`src/rtl/jia_pkg.sv`:
```
package jia_pkg;

  // Restoring divider: one quotient bit per stage
  localparam int DivSteps = 64;

  localparam logic [4:0] ShiftMaskInt  = 5'h1F;
  localparam logic [5:0] ShiftMaskLong = 6'h3F;
  localparam logic [63:0] LowWord      = 64'h0000_0000_FFFF_FFFF;

  typedef enum logic [3:0] {
    OP_ADD, OP_SUB, OP_MUL, OP_DIV, OP_REM, OP_NEG,
    OP_SHL, OP_SHR, OP_USHR, OP_AND, OP_OR, OP_XOR
  } op_t;

  typedef struct packed {
    logic [4:0]  req_type;
    logic [63:0] operand_a;
    logic [63:0] operand_b;
  } req_t;

  typedef struct packed {
    logic [63:0] result_value;
    logic        divide_by_zero;
  } rsp_t;

  // Classified item: operands already widened to 64 bits
  typedef struct packed {
    op_t         op;
    logic        known;
    logic        is_long;
    logic [63:0] a;
    logic [63:0] b;
    logic [5:0]  sh;
  } dec_t;

  // One slot of the execute pipeline
  typedef struct packed {
    logic        valid;
    op_t         op;
    logic        known;
    logic        is_long;
    logic        dz;
    logic        neg_q;
    logic        neg_r;
    logic [63:0] res;
    logic [31:0] p_lh;
    logic [31:0] p_hl;
    logic [63:0] rem;
    logic [63:0] dq;
    logic [63:0] ub;
  } pipe_t;

endpackage

```
`src/rtl/jia_front.sv`:
```
module jia_front (
  input  logic          clk,
  input  logic          rst,
  input  logic          req_valid,
  output logic          req_ready,
  input  jia_pkg::req_t req,
  output logic          dec_valid,
  input  logic          dec_ready,
  output jia_pkg::dec_t dec
);
  import jia_pkg::*;

  dec_t dec_next;

  // Classify the opcode and widen int operands
  always_comb begin
    dec_next.is_long = req.req_type[0];
    dec_next.known   = 1'b1;
    dec_next.op      = OP_ADD;
    unique case (req.req_type[4:1])
      4'd0:    dec_next.op = OP_ADD;
      4'd1:    dec_next.op = OP_SUB;
      4'd2:    dec_next.op = OP_MUL;
      4'd3:    dec_next.op = OP_DIV;
      4'd4:    dec_next.op = OP_REM;
      4'd5:    dec_next.op = OP_NEG;
      4'd6:    dec_next.op = OP_SHL;
      4'd7:    dec_next.op = OP_SHR;
      4'd8:    dec_next.op = OP_USHR;
      4'd9:    dec_next.op = OP_AND;
      4'd10:   dec_next.op = OP_OR;
      4'd11:   dec_next.op = OP_XOR;
      default: dec_next.known = 1'b0;
    endcase
    if (req.req_type[0]) begin
      dec_next.a  = req.operand_a;
      dec_next.b  = req.operand_b;
      dec_next.sh = req.operand_b[5:0] & ShiftMaskLong;
    end else begin
      dec_next.a  = {{32{req.operand_a[31]}}, req.operand_a[31:0]};
      dec_next.b  = {{32{req.operand_b[31]}}, req.operand_b[31:0]};
      dec_next.sh = {1'b0, req.operand_b[4:0] & ShiftMaskInt};
    end
  end

  assign req_ready = !dec_valid || dec_ready;

  // Hold the classified item until the queue takes it
  always_ff @(posedge clk) begin
    if (rst) begin
      dec_valid <= 1'b0;
    end else if (req_ready) begin
      dec_valid <= req_valid;
    end
  end

  always_ff @(posedge clk) begin
    if (req_ready && req_valid) begin
      dec <= dec_next;
    end
  end

endmodule

```
`config.mk`:
```
export PLATFORM = sky130hd
export DESIGN_NAME = jia_front
export DESIGN_NICKNAME = d
export VERILOG_FILES = /design/src/rtl/jia_pkg.sv /design/src/rtl/jia_front.sv
export SDC_FILE = /design/constraint.sdc
export NUM_CORES = 1
export LEC_CHECK = 0
export BUFFER_PORTS_ARGS = -buffer_cell sky130_fd_sc_hd__buf_2
export CAP_MARGIN = 15
export CORE_MARGIN = 5
export CORE_UTILIZATION = 43
export DETAILED_ROUTE_END_ITERATION = 12
export GPL_TIMING_DRIVEN = 0
export PLACE_DENSITY = 0.86
export RECOVER_POWER = 100
export SYNTH_ARGS = -nofsm -noshare
export SYNTH_HDL_FRONTEND = slang
export SYNTH_SLANG_ARGS = --single-unit
```
`constraint.sdc`:
```
create_clock -name clk -period 4.3 [get_ports clk]
set_input_delay 0.215 -clock clk [delete_from_list [all_inputs] [get_ports clk]]
set_output_delay 0.215 -clock clk [all_outputs]
set_load 0.01 [all_outputs]
```
==> flow_summary.json <==
{
  "status": "complete, but fails checks",
  "violations": "capacitance limit, slew limit",
  "slew_headroom": -0.173,
  "hold_class": "primary input to register",
  "synth_commonest_cells": "135 x edfxtp_1, 129 x nand2_1, 6 x buf_2, 6 x buf_4, 5 x buf_6",
  "cp-end-kind": "register",
  "synth-edff-count": 135,
  "pre_cts_ws_ns": 2.41,
  "place_congestion": 0.803,
  "numCtsBuffers": 17,
  "fin_ws_ns": 1.31,
  "p_per_area_mw_per_mm2": 436,
  "area_growth_pct": 68.9,
  "r2r_setup_slack_ns": 1.31,
  "syn_inst": 294,
  "cts_hold_buf": 133,
  "path_cells": "nand2b_1, and2_4, clkbuf_2",
  "critPathMaxFanout": 73,
  "n_antenna_cell": 0,
  "grt_max_degree": 74,
  "drt_iter0_drc": 287,
  "netlist.area_leader.share": 0.851,
  "start_util": 0.439,
  "yosysTopAreaCell": "edfxtp_1",
  "drive_above_1_share": 0.220,
  "dieWidth_um": 115,
  "syn_area_mm2": 0.00476,
  "timing.fmax_mhz": 335,
  "synth_flop_cell": "edfxtp_1",
  "wirelength_mm": 16.2,
  "slowest_delay_ns": 1.38,
  "final_cells": 877,
  "maxCapViolCount": 1,
  "cp-start-kind": "register",
  "wl_per_cell_um": 18.4,
  "synth_area_per_cell_um2": 16.2,
  "vias": 4119,
  "max-vdd-ir-drop_v": 0.000253,
  "nNetsFinal": 862,
  "vias_per_cell": 4.70,
  "die_area_mm2": 0.0133,
  "io_pins": 279,
  "ys_top_cells_by_area": "edfxtp_1 85%, nand2_1 10%, buf_6 1.2%",
  "overflow": 0,
  "h-tree-depth": 4,
  "worstPathArrival_ns": 3.08,
  "cts_sinks": 136,
  "track_usage": 0.241,
  "syn-num-nets": 431,
  "yosysMostFrequentCell": "edfxtp_1",
  "fin_hold_ws_ns": 0.0480,
  "skew_ns": 0.0115,
  "post-route-period-util": 0.695,
  "ys_warn_count": 0,
  "synthArstFlopShare": 0,
  "ys_seq_area_frac": 0.855,
  "postCtsResizedCells": 0,
  "tightest_slew_ns": 1.76,
  "cts_tree": "done",
  "grt_pass1_wl_mm": 23.6,
  "setup_tns_ns": 0,
  "row_count": 38,
  "io_buffers": 278,
  "clkTransAtPathRegs_ns": 0.06,
  "path_class": "register to register",
  "fillCellCount": 728,
  "cts-root-buf": "clkbuf_8",
  "report.final.slew_viol_count": 74,
  "fp.coreArea_mm2": 0.0108,
  "finalCriticalPeriod_ns": 2.99,
  "placedCellCount": 713,
  "yosysUniqueCellTypes": 13,
  "drt_pass1_iterations": 5,
  "total_leakage_power_nw": 3.35,
  "clk_path_buf_depth": 2,
  "clk_latency_ns": 0.51,
  "cpMaxStageDelayCell": "clkbuf_2",
  "ant_nets": 0,
  "ys_ff_latch": 136,
  "dp_hpwl_mm": 9.79,
  "antenna_found_initial": 0,
  "rsz0062_at_grt": "false",
  "grt_pass1_vias": 4473,
  "cp.required_ns": 4.39,
  "finalHoldViolCount": 0,
  "cts_setup_buffers": 0,
  "setup_viol_count_final": 0,
  "drc": 0,
  "fp.dieH_um": 115
}
[registers in the layout (all words and copies together) (netlist names)]
register	count
dec	135
dec_valid	1
[where the power goes]
group | leakage, nW | total (W) | internal [W] | switching (W)
sequential | 1.32 | 0.00160 | 0.00157 | 0.0000285
clock | 0.299 | 0.00153 | 0.000992 | 0.000538
combinational | 1.73 | 0.000378 | 0.000176 | 0.000202
total | 3.35 | 0.00350 | 0.00274 | 0.000769
[stage by stage]
step / cell area, um2 / util / power [W]
detailed placement: 6360 / 0.587 / 0.00192
finish: 8040 / 0.742 / 0.00350
floorplan: 4760 / - / 0.00175
CTS: 8310 / 0.767 / 0.00353
global placement: 6330 / 0.584 / 0.00191
global route: 8040 / 0.742 / 0.00363
[logic make-up after synthesis]
logic type / share of synthesized area
flip-flops: 0.855
buffers and inverters: 0.0292
AND/OR/NAND/NOR: 0.115
AO/OA/AOI/OAI: 0.00105
[routing by layer]
layer | vias up | share of wire | track usage
met3 | 41 | 0.10 | 0.0774
met1 | 1933 | 0.33 | 0.246
met4 | 0 | 0.030 | 0.108
met5 | - | 0 | 0
li1 | 1878 | - | -
met2 | 267 | 0.54 | 0.445
[worst max-delay path: cells and delay by family (launching register included)]
family / cells / cell delay [ns]
buffers and inverters: 1 / 1.38
and+or+nand+nor: 2 / 0.80
DFF: 1 / 0.32
[cell usage in the layout, fill, tap and decap left out]
cell	synthesis	layout
and2_0	0	1
buf_2	6	126
clkinv_2	0	3
a21oi_1	1	1
clkinv_4	0	1
edfxtp_1	135	135
dfxtp_1	1	1
bufinv_16	0	5
clkbuf_8	0	1
nand2b_1	1	3
and2_4	0	1
dlygate4sd3_1	0	133
nor2b_1	2	2
clkbuf_2	0	1
clkinvlp_4	0	2
and2_1	4	2
inv_6	0	1
clkinv_1	0	2
nand2_1	129	129
clkbuf_16	0	16
inv_1	1	1
clkbuf_4	0	5
clkbuf_1	1	165
[area by class of cell]
type                       instances  area, um2  area share
clock buffer                      17        414      0.0515
clock inverter                    14        205      0.0255
multi-input combinational        139        548      0.0681
buffer                            18       91.3      0.0114
inverter                           1       3.75    0.000467
tap                              140        175      0.0218
timing repair buffer             412       2530       0.315
sequential                       136       4070       0.506
[final timing paths]
path,start,depth (start not counted),to
setup / recovery,dec_valid$_SDFFE_PP0N_,3,dec[95]$_DFFE_PP_
hold / removal,req[110],3,dec[116]$_DFFE_PP_
setup reg to reg,dec_valid$_SDFFE_PP0N_,3,dec[95]$_DFFE_PP_
hold reg to reg,dec_valid$_SDFFE_PP0N_,2,dec[41]$_DFFE_PP_
No activity file was read; power rests on OpenSTA's default activity.
