==> src/rtl/jia_pkg.sv <==
package jia_pkg;

  // Restoring divider: one quotient bit per stage
  localparam int DivSteps = 64;

  localparam logic [4:0] ShiftMaskInt  = 5'h1F;
  localparam logic [5:0] ShiftMaskLong = 6'h3F;
  localparam logic [63:0] LowWord      = 64'h0000_0000_FFFF_FFFF;

  typedef enum logic [3:0] {
    OP_ADD, OP_SUB, OP_MUL, OP_DIV, OP_REM, OP_NEG,
    OP_SHL, OP_SHR, OP_USHR, OP_AND, OP_OR, OP_XOR
  } op_t;

  typedef struct packed {
    logic [4:0]  req_type;
    logic [63:0] operand_a;
    logic [63:0] operand_b;
  } req_t;

  typedef struct packed {
    logic [63:0] result_value;
    logic        divide_by_zero;
  } rsp_t;

  // Classified item: operands already widened to 64 bits
  typedef struct packed {
    op_t         op;
    logic        known;
    logic        is_long;
    logic [63:0] a;
    logic [63:0] b;
    logic [5:0]  sh;
  } dec_t;

  // One slot of the execute pipeline
  typedef struct packed {
    logic        valid;
    op_t         op;
    logic        known;
    logic        is_long;
    logic        dz;
    logic        neg_q;
    logic        neg_r;
    logic [63:0] res;
    logic [31:0] p_lh;
    logic [31:0] p_hl;
    logic [63:0] rem;
    logic [63:0] dq;
    logic [63:0] ub;
  } pipe_t;

endpackage

==> src/rtl/jia_queue.sv <==
module jia_queue (
  input  logic          clk,
  input  logic          rst,
  input  logic          push_valid,
  output logic          push_ready,
  input  jia_pkg::dec_t push_data,
  output logic          pop_valid,
  input  logic          pop_ready,
  output jia_pkg::dec_t pop_data
);
  import jia_pkg::*;

  dec_t       mem [0:1];
  logic       wr_ptr;
  logic       rd_ptr;
  logic [1:0] count;
  logic       push;
  logic       pop;

  assign push_ready = (count != 2'd2);
  assign pop_valid  = (count != 2'd0);
  assign pop_data   = mem[rd_ptr];
  assign push       = push_valid && push_ready;
  assign pop        = pop_valid && pop_ready;

  // Advance pointers and occupancy
  always_ff @(posedge clk) begin
    if (rst) begin
      wr_ptr <= 1'b0;
      rd_ptr <= 1'b0;
      count  <= 2'd0;
    end else begin
      if (push) wr_ptr <= !wr_ptr;
      if (pop) rd_ptr <= !rd_ptr;
      count <= count + {1'b0, push} - {1'b0, pop};
    end
  end

  always_ff @(posedge clk) begin
    if (push) begin
      mem[wr_ptr] <= push_data;
    end
  end

`ifndef SYNTH
  a_no_overflow: assert property (@(posedge clk) disable iff (rst)
    push && !pop |-> count != 2'd2) else $error("queue overflow");
`endif

endmodule

==> config.mk <==
export PLATFORM = sky130hd
export DESIGN_NAME = jia_queue
export DESIGN_NICKNAME = d
export VERILOG_FILES = /design/src/rtl/jia_pkg.sv /design/src/rtl/jia_queue.sv
export SDC_FILE = /design/constraint.sdc
export NUM_CORES = 1
export LEC_CHECK = 0
export ABC_CLOCK_PERIOD_IN_PS = 5680
export BUFFER_PORTS_ARGS = -buffer_cell sky130_fd_sc_hd__buf_2
export CORE_MARGIN = 2
export CORE_UTILIZATION = 50
export DETAILED_ROUTE_END_ITERATION = 8
export GPL_TIMING_DRIVEN = 0
export MAX_ROUTING_LAYER = met4
export PLACE_DENSITY_LB_ADDON = 0.3
export SKIP_LAST_GASP = 1
export SYNTH_ARGS = -nofsm -noshare
export SYNTH_HDL_FRONTEND = slang
export SYNTH_SLANG_ARGS = --single-unit
==> constraint.sdc <==
create_clock -name clk -period 5.68 [get_ports clk]
set_clock_uncertainty 0.05 [all_clocks]
set_input_delay 0.284 -clock clk [delete_from_list [all_inputs] [get_ports clk]]
set_output_delay 0.284 -clock clk [all_outputs]
set_load 0.02 [all_outputs]
==> impl_metrics.env <==
export IMPL_placedCellCount=1028
export IMPL_slew_headroom_pct=58.2
export IMPL_route_detailed_wl_per_inst_um=18.4
export IMPL_rr_endpoint="mem[0][106]$_DFFE_PP_"
export IMPL_cts_tree="yes"
export IMPL_row_count=53
export IMPL_final_nets=1069
export IMPL_timing_rr_start="count[0]$_SDFF_PP0_"
export IMPL_place_hpwl_mm=13.9
export IMPL_global_route_wire_length_before_repair_mm=32.8
export IMPL_dieHeight_um=151
export IMPL_vias=5971
export IMPL_ys_seq_elements=285
export IMPL_synth_area_um2=10800
export IMPL_portBuffers=285
export IMPL_power_density_nw_per_um2=399
export IMPL_insertedDiodeCount=0
export IMPL_gr_usage_all_layers_pct=19.4
export IMPL_synth_edff_count=280
export IMPL_run_status="completed"
export IMPL_yosys_cell_count_top_type="sky130_fd_sc_hd__edfxtp_1"
export IMPL_post_route_worst_setup_slack_ns=3.43
export IMPL_die_area_um2=22700
export IMPL_route_detailed_drc=0
export IMPL_syn_nets=610
export IMPL_total_count_of_hold_check_failures_in_the_final_report=0
export IMPL_worst_r2r_path_depth=4
export IMPL_min_period_over_period_pct=39.6
export IMPL_maxClockFrequency_mhz=444
export IMPL_drtIter0Drc=252
export IMPL_root_buffer="sky130_fd_sc_hd__clkbuf_16"
export IMPL_cp_required_ns=5.35
export IMPL_place_worst_setup_slack_ns=3.45
export IMPL_chipWidth_um=151
export IMPL_arrival_ns=1.92
export IMPL_core_region_um2=21100
export IMPL_yosysWarnings=0
export IMPL_postSynth_asyncResetShare_pct=0
export IMPL_cts_resized_gates=0
export IMPL_yosys_area_top_type_share_pct=78.1
export IMPL_synth_lib_cells_used_distinct=25
export IMPL_cts_hold_buffers=141
export IMPL_clkSinkCount=285
export IMPL_netlist_top_cells_count="280 x sky130_fd_sc_hd__edfxtp_1, 100 x sky130_fd_sc_hd__mux2_4, 40 x sky130_fd_sc_hd__mux2_2"
export IMPL_most_common_flop_cell_mapped_by_yosys="sky130_fd_sc_hd__edfxtp_1"
export IMPL_grt_antenna_before_repair=0
export IMPL_cell_type_with_the_highest_aggregate_area_in_the_netlist="sky130_fd_sc_hd__edfxtp_1"
export IMPL_grt_pass1_vias=6414
export IMPL_cts_inserted_buffers=28
export IMPL_power_leakage_nw=5.88
export IMPL_timing_critical_path_fanout_max=10
export IMPL_sequential_share_of_the_synthesized_area_pct=79.0
export IMPL_drt_first_pass_iters=4
export IMPL_initial_core_util_pct=51.1
export IMPL_min_path_type="primary input to register"
export IMPL_slew_violations=0
export IMPL_gr_total_overflow=0
export IMPL_final_layout_size_suffix_gt1_share_pct=52.3
export IMPL_grt_start_max_net_pins=78
export IMPL_syn_to_layout_area_delta_pct=39.0
export IMPL_syn_mean_instance_area_um2=23.2
export IMPL_regToRegSetupSlack_ns=3.44
export IMPL_ys_top_cells_by_area="sky130_fd_sc_hd__edfxtp_1 78%, sky130_fd_sc_hd__mux2_4 14%, sky130_fd_sc_hd__mux2_2 4.2%"
export IMPL_clock_path_buffers=3
export IMPL_max_vdd_ir_drop_uv=332
export IMPL_worst_slew_pin_slew_ns=0.628
export IMPL_gpl_final_weighted_congestion=0.761
export IMPL_sum_of_negative_setup_slack_ns=0
export IMPL_cts_post_setup_buffers_inserted=0
export IMPL_place_area_um2=12600
export IMPL_route_detailed_vias_per_inst=4.89
export IMPL_post_layout_nonfiller_instances=1220
export IMPL_design_power_total_w=0.00597
export IMPL_finalCriticalPeriod_ns=2.25
export IMPL_htree_levels=1
export IMPL_critPathLaunchType="register"
export IMPL_finish_instance_area_um2=15000
export IMPL_number_of_top_level_design_ports=286
export IMPL_wl_mm=22.5
export IMPL_worstSetupEndpoint="pop_data[78]"
export IMPL_clock_insertion_delay_worst_skew_ns=0.52
export IMPL_setup_violators_final=0
export IMPL_critPathCaptureType="output pin"
export IMPL_synth_cells=465
export IMPL_critPathKind="register to output pin"
export IMPL_antenna_left=0
export IMPL_worst_setup_hold_path_clk_slew_ns=0.06
export IMPL_drv_cap=0
export IMPL_setup_repair_after_global_routing_missed_its_margin="false"
[report_power, final]
part | total (W) | switching (W) | leakage (nW) | internal, W
clock | 0.00183 | 0.000735 | 0.466 | 0.00110
combinational | 0.00153 | 0.000828 | 2.76 | 0.000705
sequential | 0.00261 | 0.0000570 | 2.66 | 0.00255
total | 0.00597 | 0.00162 | 5.88 | 0.00436
[per-stage QoR]
step                      util (%)  hold WS [ns]
after floorplan                  -         0.303
after global placement        59.5         0.421
after detailed placement      59.9         0.425
after CTS                     71.0         0.106
after global routing          71.0         0.122
final                         71.0         0.128
[flip-flops by register name, indices dropped and copies added, names as in the netlist, named ones only]
name / flops
rd_ptr: 1
mem: 280
wr_ptr: 1
count: 2
[cells by family (layout without fill, tap and decap cells)]
| group | after synthesis | after routing | share of synthesized area, % |
|---|---|---|---|
| compound gates | 6 | 6 | 0.407 |
| xor+xnor | 1 | 1 | 0.0814 |
| fa+ha+maj | 1 | 1 | 0.116 |
| buf+inv | 17 | 497 | 1.42 |
| flops | 285 | 285 | 79.0 |
| mux | 140 | 140 | 18.1 |
| simple gates | 15 | 15 | 0.825 |
[cell usage in the layout (no fill, tap or decap), types with 2 or more instances in the layout]
master,n
sky130_fd_sc_hd__buf_2,290
sky130_fd_sc_hd__edfxtp_1,280
sky130_fd_sc_hd__dlygate4sd3_1,141
sky130_fd_sc_hd__mux2_4,100
sky130_fd_sc_hd__mux2_2,40
sky130_fd_sc_hd__clkbuf_16,29
sky130_fd_sc_hd__buf_6,11
sky130_fd_sc_hd__clkinv_2,6
sky130_fd_sc_hd__clkbuf_8,6
sky130_fd_sc_hd__dfxtp_1,5
sky130_fd_sc_hd__nor2_1,4
sky130_fd_sc_hd__clkbuf_1,4
sky130_fd_sc_hd__clkinv_1,3
sky130_fd_sc_hd__o21ai_0,2
sky130_fd_sc_hd__bufinv_16,2
sky130_fd_sc_hd__buf_16,2
[area by class of cell]
| cell class | instances | area (um^2) |
|---|---|---|
| Inverter | 1 | 8.76 |
| Buffer | 16 | 149 |
| Clock buffer | 39 | 823 |
| Tap cell | 275 | 344 |
| Timing Repair Buffer | 429 | 2910 |
| Multi-Input combinational cell | 163 | 2110 |
| Sequential cell | 285 | 8510 |
| Fill cell | 1304 | 6120 |
| Clock inverter | 12 | 110 |
[per-layer routing]
metal / vias up / global-route usage (%) / share of wire, %
met5: - / - / 0
met4: 0 / 5.93 / 2.4
met3: 40 / 3.36 / 7.1
met2: 257 / 35.4 / 53
met1: 2903 / 21.7 / 38
li1: 2771 / - / -
[worst max-delay path, stage by stage (launching register included)]
cell and delay, ns:
sky130_fd_sc_hd__dfxtp_1 0.30, sky130_fd_sc_hd__buf_2 0.14, sky130_fd_sc_hd__buf_6 0.23, sky130_fd_sc_hd__buf_6 0.22, sky130_fd_sc_hd__mux2_4 0.32, sky130_fd_sc_hd__buf_2 0.17
[worst min path at each step]
stage / start / to / depth (start not counted)
after global routing: push_valid / wr_ptr$_SDFFE_PP0P_ / 3
after floorplan: rst / wr_ptr$_SDFFE_PP0P_ / 1
after CTS: push_valid / wr_ptr$_SDFFE_PP0P_ / 3
after global placement: push_data[23] / mem[1][23]$_DFFE_PP_ / 1
after detailed placement: push_data[34] / mem[0][34]$_DFFE_PP_ / 1
final: push_valid / wr_ptr$_SDFFE_PP0P_ / 3
Note: power is estimated with default switching activity, not from simulation.
